File: config.mk
export PLATFORM = sky130hd
export DESIGN_NAME = tickless_timer_reload_flat
export DESIGN_NICKNAME = d
export VERILOG_FILES = /design/src/rtl/tt_pkg.sv /design/src/rtl/tt_if.sv /design/src/rtl/tt_div.sv /design/src/rtl/tt_ctrl.sv /design/src/rtl/tt_dp.sv /design/src/rtl/tickless_timer_reload.sv /design/src/flat_wrapper.sv
export VERILOG_INCLUDE_DIRS = /design/src /design/src/rtl
export SDC_FILE = /design/constraint.sdc
export NUM_CORES = 2
export LEC_CHECK = 0
export ABC_AREA = 1
export BUFFER_PORTS_ARGS = -buffer_cell sky130_fd_sc_hd__buf_2
export CORE_AREA = 2 2 313 160
export DETAILED_ROUTE_END_ITERATION = 16
export DIE_AREA = 0 0 315 162
export HOLD_SLACK_MARGIN = 0.12
export MAX_ROUTING_LAYER = met4
export PLACE_DENSITY_LB_ADDON = 0.15
export SLEW_MARGIN = 20
export SYNTH_ARGS = -nofsm -noshare
export SYNTH_HDL_FRONTEND = slang
export SYNTH_HIERARCHICAL = 1
export SYNTH_SLANG_ARGS = --single-unit
File: constraint.sdc
create_clock -name clk -period 23.8 [get_ports clk]
set_input_delay 1.19 -clock clk [delete_from_list [all_inputs] [get_ports clk]]
set_output_delay 1.19 -clock clk [all_outputs]
set_load 0.05 [all_outputs]
File: src/rtl/tickless_timer_reload_macros.svh
// ----------------------------------------------------------------------------
// tickless_timer_reload_macros
// Assertion macros used by the timer sequencer (tt_ctrl).
// ----------------------------------------------------------------------------
// Each macro expects a clock named clk and a reset named rst in scope.
`ifndef TICKLESS_TIMER_RELOAD_MACROS_SVH
`define TICKLESS_TIMER_RELOAD_MACROS_SVH

// Same-cycle implication.
`define TT_ASSERT_IMPL(lbl, ante, cons, msg) \
  lbl: assert property (@(posedge clk) disable iff (rst) (ante) |-> (cons)) else $error(msg);

// Next-cycle implication.
`define TT_ASSERT_NEXT(lbl, ante, cons, msg) \
  lbl: assert property (@(posedge clk) disable iff (rst) (ante) |=> (cons)) else $error(msg);

`endif

File: src/rtl/tt_pkg.sv
// ----------------------------------------------------------------------------
// tt_pkg
// Shared types and constants of the tickless timer with autoreload.
// ----------------------------------------------------------------------------
package tt_pkg;

  localparam int COUNT_WIDTH_DEF = 16;
  localparam logic [15:0] CPT_RESET = 16'd32;
  localparam logic signed [16:0] TICKS_FOREVER = -17'sd1;

  typedef enum logic [1:0] {
    FUNC_TICK    = 2'd0,
    FUNC_TIMEOUT = 2'd1,
    FUNC_ELAPSED = 2'd2,
    FUNC_SERVICE = 2'd3
  } func_t;

  typedef enum logic [3:0] {
    S_IDLE,
    S_DISPATCH,
    S_DIV_MAX,
    S_WAIT_MAX,
    S_DIV_OP,
    S_WAIT_OP,
    S_MUL_NEXT,
    S_MUL_MAX,
    S_CLAMP,
    S_FINISH
  } state_t;

  typedef enum logic [1:0] {
    DIV_MAX,
    DIV_COUNT,
    DIV_ELAPSED,
    DIV_ANNOUNCE
  } div_sel_t;

  typedef enum logic {
    MUL_NEXT,
    MUL_MAX
  } mul_sel_t;

  typedef struct packed {
    logic     load;
    logic     div_start;
    div_sel_t div_sel;
    logic     cap_max;
    logic     cap_t;
    logic     mul_en;
    mul_sel_t mul_sel;
    logic     clamp;
    logic     commit;
  } cmd_t;

  typedef struct packed {
    func_t func;
    logic  div_busy;
    logic  div_done;
    logic  out_free;
  } status_t;

endpackage

File: src/rtl/tt_if.sv
// ----------------------------------------------------------------------------
// tt_if
// Valid/ready channels for timer requests and timer results.
// ----------------------------------------------------------------------------
interface tt_req_if;
  logic               valid;
  logic               ready;
  logic [1:0]         func;
  logic signed [16:0] ticks;
  logic               idle;

  modport source (output valid, func, ticks, idle, input ready);
  modport sink   (input valid, func, ticks, idle, output ready);
endinterface

interface tt_rsp_if;
  logic        valid;
  logic        ready;
  logic [15:0] elapsed_ticks;
  logic [15:0] announce_ticks;
  logic        announce_valid;
  logic        reload_written;
  logic [15:0] reload_value;

  modport source (output valid, elapsed_ticks, announce_ticks, announce_valid,
                  reload_written, reload_value, input ready);
  modport sink   (input valid, elapsed_ticks, announce_ticks, announce_valid,
                  reload_written, reload_value, output ready);
endinterface

File: src/rtl/tt_div.sv
// ----------------------------------------------------------------------------
// tt_div
// Restoring divider, one quotient bit per cycle.
// ----------------------------------------------------------------------------
module tt_div #(
  parameter int DW = 17,
  parameter int VW = 16
) (
  input  logic          clk,
  input  logic          rst,
  input  logic          start,
  input  logic [DW-1:0] dividend,
  input  logic [VW-1:0] divisor,
  output logic          busy,
  output logic          done,
  output logic [DW-1:0] quotient
);

  localparam int CNT_W = $clog2(DW + 1);

  logic [VW-1:0]    rem;
  logic [DW-1:0]    quo;
  logic [VW-1:0]    dvs;
  logic [CNT_W-1:0] cnt;
  logic [VW:0]      rem_sh;
  logic [VW:0]      diff;

  assign rem_sh = {rem, quo[DW-1]};
  assign diff   = rem_sh - {1'b0, dvs};

  always_ff @(posedge clk) begin
    if (rst) begin
      busy <= 1'b0;
      done <= 1'b0;
      cnt  <= '0;
    end else begin
      done <= 1'b0;
      if (start) begin
        busy <= 1'b1;
        cnt  <= CNT_W'(DW);
        rem  <= '0;
        quo  <= dividend;
        dvs  <= divisor;
      end else if (busy) begin
        // The top bit of diff is the borrow: set when the divisor did not fit.
        if (!diff[VW]) begin
          rem <= diff[VW-1:0];
          quo <= {quo[DW-2:0], 1'b1};
        end else begin
          rem <= rem_sh[VW-1:0];
          quo <= {quo[DW-2:0], 1'b0};
        end
        cnt <= cnt - CNT_W'(1);
        if (cnt == CNT_W'(1)) begin
          busy <= 1'b0;
          done <= 1'b1;
        end
      end
    end
  end

  assign quotient = quo;

endmodule

File: src/rtl/tt_ctrl.sv
// ----------------------------------------------------------------------------
// tt_ctrl
// Sequencer that steps the datapath through one request at a time.
// ----------------------------------------------------------------------------
`include "tickless_timer_reload_macros.svh"

module tt_ctrl (
  input  logic             clk,
  input  logic             rst,
  input  logic             req_valid,
  output logic             req_ready,
  input  tt_pkg::status_t  status,
  output tt_pkg::cmd_t     cmd
);

  tt_pkg::state_t state;
  tt_pkg::state_t state_next;

  always_ff @(posedge clk) begin
    if (rst) begin
      state <= tt_pkg::S_IDLE;
    end else begin
      state <= state_next;
    end
  end

  always_comb begin
    state_next    = state;
    cmd           = '0;
    cmd.div_sel   = tt_pkg::DIV_MAX;
    cmd.mul_sel   = tt_pkg::MUL_NEXT;
    req_ready     = 1'b0;
    case (state)
      tt_pkg::S_IDLE: begin
        // No item is taken while reset is held.
        req_ready = !rst;
        if (req_valid && !rst) begin
          cmd.load   = 1'b1;
          state_next = tt_pkg::S_DISPATCH;
        end
      end
      tt_pkg::S_DISPATCH: begin
        case (status.func)
          tt_pkg::FUNC_TICK:    state_next = tt_pkg::S_FINISH;
          tt_pkg::FUNC_TIMEOUT: state_next = tt_pkg::S_DIV_MAX;
          default:              state_next = tt_pkg::S_DIV_OP;
        endcase
      end
      tt_pkg::S_DIV_MAX: begin
        cmd.div_start = 1'b1;
        cmd.div_sel   = tt_pkg::DIV_MAX;
        state_next    = tt_pkg::S_WAIT_MAX;
      end
      tt_pkg::S_WAIT_MAX: begin
        if (status.div_done) begin
          cmd.cap_max = 1'b1;
          state_next  = tt_pkg::S_DIV_OP;
        end
      end
      tt_pkg::S_DIV_OP: begin
        cmd.div_start = 1'b1;
        case (status.func)
          tt_pkg::FUNC_TIMEOUT: begin
            cmd.div_sel = tt_pkg::DIV_COUNT;
            cmd.cap_t   = 1'b1;
          end
          tt_pkg::FUNC_ELAPSED: cmd.div_sel = tt_pkg::DIV_ELAPSED;
          default:              cmd.div_sel = tt_pkg::DIV_ANNOUNCE;
        endcase
        state_next = tt_pkg::S_WAIT_OP;
      end
      tt_pkg::S_WAIT_OP: begin
        if (status.div_done) begin
          if (status.func == tt_pkg::FUNC_TIMEOUT) begin
            state_next = tt_pkg::S_MUL_NEXT;
          end else begin
            state_next = tt_pkg::S_FINISH;
          end
        end
      end
      tt_pkg::S_MUL_NEXT: begin
        cmd.mul_en  = 1'b1;
        cmd.mul_sel = tt_pkg::MUL_NEXT;
        state_next  = tt_pkg::S_MUL_MAX;
      end
      tt_pkg::S_MUL_MAX: begin
        cmd.mul_en  = 1'b1;
        cmd.mul_sel = tt_pkg::MUL_MAX;
        state_next  = tt_pkg::S_CLAMP;
      end
      tt_pkg::S_CLAMP: begin
        cmd.clamp  = 1'b1;
        state_next = tt_pkg::S_FINISH;
      end
      tt_pkg::S_FINISH: begin
        // Hold the finished item until the result register can take it.
        if (status.out_free) begin
          cmd.commit = 1'b1;
          state_next = tt_pkg::S_IDLE;
        end
      end
      default: begin
        state_next = tt_pkg::S_IDLE;
      end
    endcase
  end

  `TT_ASSERT_IMPL(a_commit_free, cmd.commit, status.out_free, "commit with result slot full")
  `TT_ASSERT_IMPL(a_start_idle, cmd.div_start, !status.div_busy, "divider restarted while busy")
  `TT_ASSERT_NEXT(a_done_seen, status.div_done && (state == tt_pkg::S_WAIT_OP),
                  state != tt_pkg::S_WAIT_OP, "division result missed")
  `TT_ASSERT_NEXT(a_commit_idle, cmd.commit, req_ready, "not ready after finishing an item")

endmodule

File: src/rtl/tt_dp.sv
// ----------------------------------------------------------------------------
// tt_dp
// Timer state, configuration register, divider, multiplier and result register.
// ----------------------------------------------------------------------------
module tt_dp #(
  parameter int COUNT_WIDTH = tt_pkg::COUNT_WIDTH_DEF
) (
  input  logic               clk,
  input  logic               rst,
  input  logic               cfg_we,
  input  logic [15:0]        cfg_wdata,
  input  logic [1:0]         req_func,
  input  logic signed [16:0] req_ticks,
  input  logic               req_idle,
  input  logic               rsp_ready,
  input  tt_pkg::cmd_t       cmd,
  output tt_pkg::status_t    status,
  output logic               rsp_valid,
  output logic [15:0]        rsp_elapsed_ticks,
  output logic [15:0]        rsp_announce_ticks,
  output logic               rsp_announce_valid,
  output logic               rsp_reload_written,
  output logic [15:0]        rsp_reload_value
);

  localparam int DW = COUNT_WIDTH + 1;   // dividend width
  localparam int MW = COUNT_WIDTH + 2;   // multiplier operand width
  localparam int W  = COUNT_WIDTH + 19;  // signed working width

  // Timer state.
  logic [COUNT_WIDTH-1:0] count;
  logic [COUNT_WIDTH-1:0] reload;
  logic                   pending;
  logic                   running;
  logic [15:0]            cpt_cfg;

  // Latched request.
  tt_pkg::func_t      func_r;
  logic signed [16:0] ticks_r;
  logic               idle_r;
  logic [15:0]        c_r;

  // Working registers for the timeout calculation.
  logic signed [W-1:0] mt_r;
  logic signed [W-1:0] t_r;
  logic signed [W-1:0] prod_r;
  logic signed [W-1:0] mc_r;
  logic signed [W-1:0] nm1_r;

  logic [DW-1:0] div_dividend;
  logic [DW-1:0] quo;
  logic          div_busy;
  logic          div_done;

  tt_div #(.DW(DW), .VW(16)) u_div (
    .clk      (clk),
    .rst      (rst),
    .start    (cmd.div_start),
    .dividend (div_dividend),
    .divisor  (c_r),
    .busy     (div_busy),
    .done     (div_done),
    .quotient (quo)
  );

  always_comb begin
    case (cmd.div_sel)
      tt_pkg::DIV_MAX:     div_dividend = {1'b0, {COUNT_WIDTH{1'b1}}};
      tt_pkg::DIV_COUNT:   div_dividend = {1'b0, count};
      tt_pkg::DIV_ELAPSED: div_dividend = {1'b0, count} +
                                          (pending ? ({1'b0, reload} + DW'(1)) : '0);
      default:             div_dividend = {1'b0, reload} + DW'(1);
    endcase
  end

  // Largest tick count and clamped tick request.
  logic signed [W-1:0] mt_new;
  logic signed [W-1:0] tk_w;
  logic signed [W-1:0] t0;
  logic signed [W-1:0] t1;
  logic signed [W-1:0] t_new;

  assign mt_new = $signed(W'(quo)) - 1;
  assign tk_w   = $signed({{(W-17){ticks_r[16]}}, ticks_r});
  assign t0     = (ticks_r == tt_pkg::TICKS_FOREVER) ? mt_r : tk_w;
  assign t1     = t0 - 1;
  assign t_new  = (t1 <= 1) ? W'(1) : ((t1 > mt_r) ? mt_r : t1);

  // Shared multiplier against the tick length.
  logic signed [W-1:0] sum_next;
  logic [MW-1:0]       mul_a;
  logic [MW+15:0]      prod;

  assign sum_next = $signed(W'(quo)) + 1 + t_r;
  assign mul_a    = (cmd.mul_sel == tt_pkg::MUL_NEXT) ? sum_next[MW-1:0] : mt_r[MW-1:0];
  assign prod     = mul_a * c_r;

  // Bound the new reload between the guard point and the maximum cycle count.
  logic signed [W-1:0] lp1;
  logic signed [W-1:0] nx;

  assign lp1 = $signed(W'(count)) + 1;
  assign nx  = (prod_r > mc_r) ? mc_r : ((prod_r < lp1) ? lp1 : prod_r);

  // State update and result on commit.
  logic [COUNT_WIDTH-1:0] count_next;
  logic [COUNT_WIDTH-1:0] reload_next;
  logic                   pending_next;
  logic                   running_next;
  logic [15:0]            elapsed_next;
  logic [15:0]            announce_next;
  logic                   valid_next;
  logic                   written_next;
  logic                   stop;
  logic                   wr;
  logic [DW+15:0]         quo_ext;
  logic [COUNT_WIDTH+15:0] reload_ext;

  assign quo_ext    = {16'b0, quo};
  assign reload_ext = {16'b0, reload_next};
  assign stop       = idle_r && (ticks_r == tt_pkg::TICKS_FOREVER);
  assign wr         = !stop && !pending && (count != reload) && (nm1_r > 0) &&
                      (nm1_r != $signed(W'(reload)));

  always_comb begin
    count_next    = count;
    reload_next   = reload;
    pending_next  = pending;
    running_next  = running;
    elapsed_next  = '0;
    announce_next = '0;
    valid_next    = 1'b0;
    written_next  = 1'b0;
    case (func_r)
      tt_pkg::FUNC_TICK: begin
        if (running) begin
          if (count == reload) begin
            count_next   = '0;
            pending_next = 1'b1;
          end else begin
            count_next = count + COUNT_WIDTH'(1);
          end
        end
      end
      tt_pkg::FUNC_TIMEOUT: begin
        running_next = !stop;
        if (wr) begin
          reload_next  = nm1_r[COUNT_WIDTH-1:0];
          written_next = 1'b1;
        end
      end
      tt_pkg::FUNC_ELAPSED: begin
        elapsed_next = quo_ext[15:0];
      end
      tt_pkg::FUNC_SERVICE: begin
        if (pending) begin
          pending_next  = 1'b0;
          announce_next = quo_ext[15:0];
          valid_next    = 1'b1;
        end
      end
      default: begin
        count_next = count;
      end
    endcase
  end

  always_ff @(posedge clk) begin
    if (rst) begin
      count     <= '0;
      reload    <= '1;
      pending   <= 1'b0;
      running   <= 1'b1;
      cpt_cfg   <= tt_pkg::CPT_RESET;
      rsp_valid <= 1'b0;
    end else begin
      if (cfg_we) begin
        cpt_cfg <= cfg_wdata;
      end
      if (cmd.load) begin
        func_r  <= tt_pkg::func_t'(req_func);
        ticks_r <= req_ticks;
        idle_r  <= req_idle;
        // A tick length of zero counts as one.
        c_r     <= (cpt_cfg == 16'd0) ? 16'd1 : cpt_cfg;
      end
      if (cmd.cap_max) begin
        mt_r <= mt_new;
      end
      if (cmd.cap_t) begin
        t_r <= t_new;
      end
      if (cmd.mul_en) begin
        if (cmd.mul_sel == tt_pkg::MUL_NEXT) begin
          prod_r <= $signed(W'(prod));
        end else begin
          mc_r <= (mt_r < 0) ? '0 : $signed(W'(prod));
        end
      end
      if (cmd.clamp) begin
        nm1_r <= nx - 1;
      end
      if (cmd.commit) begin
        count              <= count_next;
        reload             <= reload_next;
        pending            <= pending_next;
        running            <= running_next;
        rsp_valid          <= 1'b1;
        rsp_elapsed_ticks  <= elapsed_next;
        rsp_announce_ticks <= announce_next;
        rsp_announce_valid <= valid_next;
        rsp_reload_written <= written_next;
        rsp_reload_value   <= reload_ext[15:0];
      end else if (rsp_ready) begin
        rsp_valid <= 1'b0;
      end
    end
  end

  assign status.func     = func_r;
  assign status.div_busy = div_busy;
  assign status.div_done = div_done;
  assign status.out_free = !rsp_valid || rsp_ready;

endmodule

File: src/rtl/tickless_timer_reload.sv
// A clock tick runs no division; an elapsed query or service runs one division; a
// timeout runs two divisions and two multiplications. The serial divider yields
// one quotient bit per cycle. Only one item is in work at a time; the result
// register lets the next item start while a result waits.
// Synchronous reset clears the counter, sets the reload to all ones and the tick length to 32.
// ----------------------------------------------------------------------------
// tickless_timer_reload
// Tickless kernel timer: autoreload counter with timeout, elapsed and service.
// ----------------------------------------------------------------------------
module tickless_timer_reload #(
  parameter int COUNT_WIDTH = tt_pkg::COUNT_WIDTH_DEF
) (
  input  logic        clk,
  input  logic        rst,
  input  logic        cfg_we,
  input  logic [15:0] cfg_wdata,
  tt_req_if.sink      req,
  tt_rsp_if.source    rsp
);

  tt_pkg::cmd_t    cmd;
  tt_pkg::status_t status;

  tt_ctrl u_ctrl (
    .clk       (clk),
    .rst       (rst),
    .req_valid (req.valid),
    .req_ready (req.ready),
    .status    (status),
    .cmd       (cmd)
  );

  tt_dp #(.COUNT_WIDTH(COUNT_WIDTH)) u_dp (
    .clk                (clk),
    .rst                (rst),
    .cfg_we             (cfg_we),
    .cfg_wdata          (cfg_wdata),
    .req_func           (req.func),
    .req_ticks          (req.ticks),
    .req_idle           (req.idle),
    .rsp_ready          (rsp.ready),
    .cmd                (cmd),
    .status             (status),
    .rsp_valid          (rsp.valid),
    .rsp_elapsed_ticks  (rsp.elapsed_ticks),
    .rsp_announce_ticks (rsp.announce_ticks),
    .rsp_announce_valid (rsp.announce_valid),
    .rsp_reload_written (rsp.reload_written),
    .rsp_reload_value   (rsp.reload_value)
  );

endmodule
File: src/flat_wrapper.sv
// flat-port wrapper written by rule: the top's interface ports become plain ports
module tickless_timer_reload_flat 
#(
  parameter int COUNT_WIDTH = tt_pkg::COUNT_WIDTH_DEF
)
  (clk, rst, cfg_we, cfg_wdata, req_valid, req_func, req_ticks, req_idle, req_ready, rsp_valid, rsp_elapsed_ticks, rsp_announce_ticks, rsp_announce_valid, rsp_reload_written, rsp_reload_value, rsp_ready);
  tt_req_if req_i ();
  tt_rsp_if rsp_i ();
  input  logic clk;
  input  logic rst;
  input  logic cfg_we;
  input  logic [15:0] cfg_wdata;
  input wire logic [$bits(req_i.valid)-1:0] req_valid;
  input wire logic [$bits(req_i.func)-1:0] req_func;
  input wire logic [$bits(req_i.ticks)-1:0] req_ticks;
  input wire logic [$bits(req_i.idle)-1:0] req_idle;
  output wire logic [$bits(req_i.ready)-1:0] req_ready;
  output wire logic [$bits(rsp_i.valid)-1:0] rsp_valid;
  output wire logic [$bits(rsp_i.elapsed_ticks)-1:0] rsp_elapsed_ticks;
  output wire logic [$bits(rsp_i.announce_ticks)-1:0] rsp_announce_ticks;
  output wire logic [$bits(rsp_i.announce_valid)-1:0] rsp_announce_valid;
  output wire logic [$bits(rsp_i.reload_written)-1:0] rsp_reload_written;
  output wire logic [$bits(rsp_i.reload_value)-1:0] rsp_reload_value;
  input wire logic [$bits(rsp_i.ready)-1:0] rsp_ready;
  assign req_i.valid = req_valid;
  assign req_i.func = req_func;
  assign req_i.ticks = req_ticks;
  assign req_i.idle = req_idle;
  assign req_ready = req_i.ready;
  assign rsp_valid = rsp_i.valid;
  assign rsp_elapsed_ticks = rsp_i.elapsed_ticks;
  assign rsp_announce_ticks = rsp_i.announce_ticks;
  assign rsp_announce_valid = rsp_i.announce_valid;
  assign rsp_reload_written = rsp_i.reload_written;
  assign rsp_reload_value = rsp_i.reload_value;
  assign rsp_i.ready = rsp_ready;
  tickless_timer_reload #(.COUNT_WIDTH(COUNT_WIDTH)) u_core (.clk(clk), .rst(rst), .cfg_we(cfg_we), .cfg_wdata(cfg_wdata), .req(req_i), .rsp(rsp_i));
endmodule
; ---- Yosys cells after proc, flatten, opt, wreduce, memory -nomap -nowiden
; Index checks and enable logic that the tools add are counted.
[totals]
register_bits = 337
wordCells = 157
[classes]
bitwise = 3
reduce_logical = 34
n_addsub = 11
mul = 1
muxes = 48
n_eq_ne = 25
n_lt_le_gt_ge = 6
[op_table]
columns = operator, n
row1 = $mux 16, 5
row2 = $mux 35, 2
row3 = $sub 35x2->35 const B, 2
row4 = $mux 17, 3
row5 = $pmux 17 s3, 1
row6 = $pmux 4 s10, 1
row7 = $mux 18, 2
row8 = $gt 35x1->1 const B, 1
row9 = $gt 35x18->1, 1
row10 = $gt 35x35->1, 1
row11 = $le 35x2->1 const B, 1
row12 = $ne 35x17->1, 1
row13 = $add 16x1->17 const B, 2
row14 = $lt 34x17->1, 1
row15 = $mul 18x16->34, 1
row16 = $mux 34, 1
row17 = $mux 1, 21
row18 = $mux 4, 5
row19 = $add 17x1->18 const B, 1
row20 = $add 18x18->18, 1
row21 = $lt 18x1->1 const B, 1
row22 = $reduce_and 2->1, 9
row23 = $sub 17x1->18 const B, 1
row24 = $add 16x17->17, 1
row25 = 32 further kinds, 62

; ---- Longest topological paths before layout
[depth]
word_depth = 9
mapped_depth = 42
ltp_nobuf = 42

; ---- Hierarchy
; The synthesis kept the hierarchy.
[by_module_without_submodules]
columns = mod, cells_each, instances, area_per_inst_um2, seq_area_each_um2
row1 = tt_dp, 3484, 1, 27371.3, 7777.5
row2 = tt_div, 434, 1, 3419.5, 1611.5
row3 = tt_ctrl, 84, 1, 437.9, 80.1

; ---- Least setup slack after synthesis
; No wires, ideal clock.
[synth_timing]
path_kind = register to register
start = register u_core.u_dp.u_div.quo[0] (netlist: u_core/u_dp/u_div/quotient[0])
end = register u_core.u_dp.mc_r[27] (data pin)
period_less_slack_ns = 7.771
arrival_ns = 7.505
path_stages_with_launch = 43
path_slack_ns = 16.029
required_ns = 23.534
cell_sequence = edfxtp_1 inv_1 ha_1 inv_1 fa_1 nand2_1 nand2_1 nand2_1 nand2_1 nand2_1 nand2_1 a21oi_1 o21ai_0 a21boi_0 or2_2 nand3_1 nand2_1 clkinv_1 [7 not listed] inv_1 fa_1 inv_1 fa_1 inv_1 ha_1 nand2_1 o21ai_0 a21oi_1 inv_1 nand2_1 nand2_1 nand2_1 nand2_1 a21o_1 a21boi_0 xor2_1 nor2_1
[synth_between]
elab_chain_len = 4
[synth_rtl]
columns = item, line
row1 = from (decl), tt_div.sv:22  ; logic [DW-1:0] quo;
row2 = from (signal assigned), tt_div.sv:42  ; quo <= dividend;
row3 = from (signal assigned), tt_div.sv:48  ; quo <= {quo[DW-2:0], 1'b1};
row4 = from (signal assigned), tt_div.sv:51  ; quo <= {quo[DW-2:0], 1'b0};
row5 = $add 17x1->18, tt_dp.sv:94  ; assign sum_next = $signed(W'(quo)) + 1 + t_r;
row6 = $add 18x18->18, tt_dp.sv:94
row7 = $mux 18, tt_dp.sv:95  ; assign mul_a = (cmd.mul_sel == tt_pkg::MUL_NEXT) ? sum_next[MW-1:0] : mt_r[MW-1:0];
row8 = $mul 18x16->34, tt_dp.sv:96  ; assign prod = mul_a * c_r;
row9 = to (signal assigned), tt_dp.sv:197  ; mc_r <= (mt_r < 0) ? '0 : $signed(W'(prod));
row10 = to (decl), tt_dp.sv:47  ; logic signed [W-1:0] mc_r;
; No other way between the ends.
; A chain may end at the register's enable or synchronous reset.

; ---- Final worst setup path
[layout_timing]
start = register u_core.u_dp.u_div.quo[0] (netlist: u_core/u_dp/u_div/quotient[0])
end = register u_core.u_dp.mc_r[30] (data pin)
; The elaborated chain is that of the path after synthesis.

==> impl.org <==
** Global route
- Entering global routing, the biggest net connects 46 pins.
- Total global routing track utilization :: 35.6%
- Overflow left after global routing :: 0
- First-pass GRT wire length :: 138,000 um
- The initial antenna violation count was 1.
- The number of global-route vias before repair came to 25,800.

** CTS
- Clock-pin slew was measured on the worst setup and hold paths at 0.07 ns.
- Clock tree from TritonCTS :: done
- CTS Hold Bufs :: 0
- Post-CTS Resized :: 0
- Buffers added to address setup during post-CTS repair amount to 0.
- At the later pin of the worst-skew pair, clock insertion delay measures 0.62 ns.
- CTS built an H-tree with a depth of 1.
- Total clock buffers created by CTS :: 31
- Root buffer selected by CTS :: clkbuf_16
- Clock net sink count :: 336
- No sink is reached through more buffers than the 3 on the longest clock path.

** Yosys
- Instance count of the mapped netlist :: 4,001
- Synthesis produced a netlist with a net count of 4,515.
- Total standard cell area after synthesis :: 0.0312 sq mm
- Yosys printed 6 warnings.
- In this run the mean area of a mapped cell was 7.80 sq um.

** Min path
- Counting instances, the worst hold path has a depth of 0.
- The startpoint identified for the worst hold timing path is u_core/u_dp/cpt_cfg[1].
- The min-delay analysis places its worst path in the category reg -> reg.
- The worst hold path terminates at u_core/u_dp/c_r[1].

** STA
- Timing-limited maximum frequency :: 108 MHz
- Unrepaired setup endpoints after global routing :: false
- Headroom to the max-slew limit came out at 31.8%.
- Final sum of negative setup slack :: 0 ns
- On the final layout, the worst clock skew is 0.0397 ns.
- After layout, the worst path uses 39.0% of the clock period.
- At the pin with the least slew margin, the transition time is 1.02 ns.
- Setup violations remaining at the end of the flow were counted as 0.
- Pins over their slew limit :: 0
- The worst path needs 9.27 ns of the cycle, external delays included.
- Number of hold violations in the final report :: 0

** Place
- Routability congestion estimate from global placement :: 1.04
- Post-Place Cell Area :: 0.0323 sq mm
- Half-perimeter wire length of the detailed placement result :: 68,900 um
- Input and output buffers added on the ports amount to 92.

** Critical path
- Setup slack, reg-to-reg :: 14.53 ns
- Critical path type :: reg -> reg
- In this run the worst path has a maximum fanout of 10.
- Most prevalent standard cell on the critical path :: nand2_1
- Together, buffers and inverters on the worst path number 5.
- Kind of capture point of the worst setup path :: register
- RR Endpoint :: u_core/u_dp/mc_r[30]
- The startpoint identified for the worst register-to-register timing path is u_core/u_dp/u_div/quotient[0].
- Kind of start point of the critical path :: register
- The kind of cell with the highest combined delay along the critical path is adder cells.
- The critical path runs through a total of 36 cells.
- For this run, the slowest stage of the critical path takes 0.58 ns.
- R2R cell count :: 36
- At the worst endpoint, the required time is 24.14 ns.
- Standard cell with the maximum stage delay on the critical path :: nand2_1
- Arr. time, crit path :: 9.61 ns

** Drt
- Summed over all layers, the routed wires come to 86,700 um.
- Once detail routing completed, the nets flagged for antenna violations numbered 0.
- The first routing iteration left 3,386 violations.
- First-pass iteration count of the detailed router :: 8
- DR vias :: 27,121
- Vias per Instance :: 5.74
- Average detailed-routed wire length per instance :: 18.3 um
- Number of DRC violations after detailed routing :: 0

** Finish
- In the final layout, the share of cells above drive strength 1 is 6.94%.
- Fin util :: 69.4%
- Relative area change from synthesis to final layout :: 7.02%
- The number of antenna diodes in the final layout is 0.
- For this run, the post-layout net count is 4,567.
- Layout Cell Area excl Fill :: 0.0334 sq mm

** Floorplanning
- Boundary Pins :: 93
- Initial Util :: 64.9%
- After floorplanning, the core was sized to cover 0.0481 sq mm.
- Die height :: 162 um
- Die ar. :: 0.0510 sq mm
- Die width :: 315 um
- The floorplan has 57 rows.

** Run status
- The run finished with clean final reports.

** Flow run
- Maximum Capacitance Violations :: 0
==> worst max path at each step <==
stage | start | to | slack [ns]
3_3_place_gp | u_core/u_dp/u_div/quotient[0] | u_core/u_dp/mc_r[27] | 15.00
3_5_place_dp | u_core/u_dp/u_div/quotient[0] | u_core/u_dp/mc_r[27] | 14.74
2_1_floorplan | u_core/u_dp/u_div/quotient[0] | u_core/u_dp/mc_r[27] | 16.03
6_report | u_core/u_dp/u_div/quotient[0] | u_core/u_dp/mc_r[30] | 14.53
4_1_cts | u_core/u_dp/u_div/quotient[0] | u_core/u_dp/mc_r[27] | 14.68
5_1_grt | u_core/u_dp/u_div/quotient[0] | u_core/u_dp/mc_r[27] | 13.79
==> sequential cells by signal, summed over array words and instances, names as in the netlist, 2 cells and up <==
register / flops
u_core/u_dp/nm1_r: 35
u_core/u_dp/mc_r: 34
u_core/u_dp/prod_r: 34
u_core/u_dp/mt_r: 18
u_core/u_dp/t_r: 18
u_core/u_dp/ticks_r: 17
u_core/u_dp/u_div/quotient: 17
u_core/u_dp/c_r: 16
u_core/u_dp/count: 16
u_core/u_dp/cpt_cfg: 16
u_core/u_dp/reload: 16
u_core/u_dp/rsp_announce_ticks: 16
u_core/u_dp/rsp_elapsed_ticks: 16
u_core/u_dp/rsp_reload_value: 16
u_core/u_dp/u_div/dvs: 16
u_core/u_dp/u_div/rem: 16
u_core/u_dp/u_div/cnt: 5
u_core/u_ctrl/state: 4
u_core/u_dp/func_r: 2
==> layout make-up <==
class	instances	area, sq um
flip-flops and latches	336	9470
clock buffers	33	793
well taps	649	812
inverters	727	2730
multi-input cells	2836	18600
repair buffers	121	691
fillers	4071	14700
clock inverters	25	300
==> worst register-to-register path, delay by kind of cell (launching register included) <==
kind / cells / cell delay (ns)
adder cells (fa/ha/maj): 9 / 4.15
AND/OR/NAND/NOR: 15 / 2.60
AO/OA/AOI/OAI: 6 / 1.22
XOR/XNOR: 1 / 0.21
buffers and inverters: 5 / 0.42
flip-flops: 1 / 0.42
==> routing by layer <==
metal	share of wire [%]	vias up	track usage [%]
li1	-	12745	-
met1	43	12830	51.2
met2	42	1387	51.5
met3	12	159	8.31
met4	2.1	0	7.27
met5	0	-	-
==> layout by cell type (no fill, tap or decap), drive strengths merged, types with 33 or more instances in the layout <==
cell	n
dfxtp	62
nand3	172
edfxtp	274
nor2	547
a21oi	137
buf	121
xor2	75
clkbuf	33
nand2	1013
ha	248
o21ai	161
nand4	55
nor3	36
xnor2	37
inv	730
fa	225
==> through the flow <==
step | cells | hold slack (ns) | setup slack [ns]
3_5_place_dp | 4668 | 0.440 | 14.74
5_1_grt | 4727 | 0.450 | 13.79
3_3_place_gp | 4668 | 0.437 | 15.00
2_1_floorplan | 4001 | 0.424 | 16.03
6_report | 4727 | 0.439 | 14.53
4_1_cts | 4726 | 0.431 | 14.68
Power is left out: the tool's default activity adds up to more than one toggle a clock period on the data nets, which glitch-free logic cannot reach.
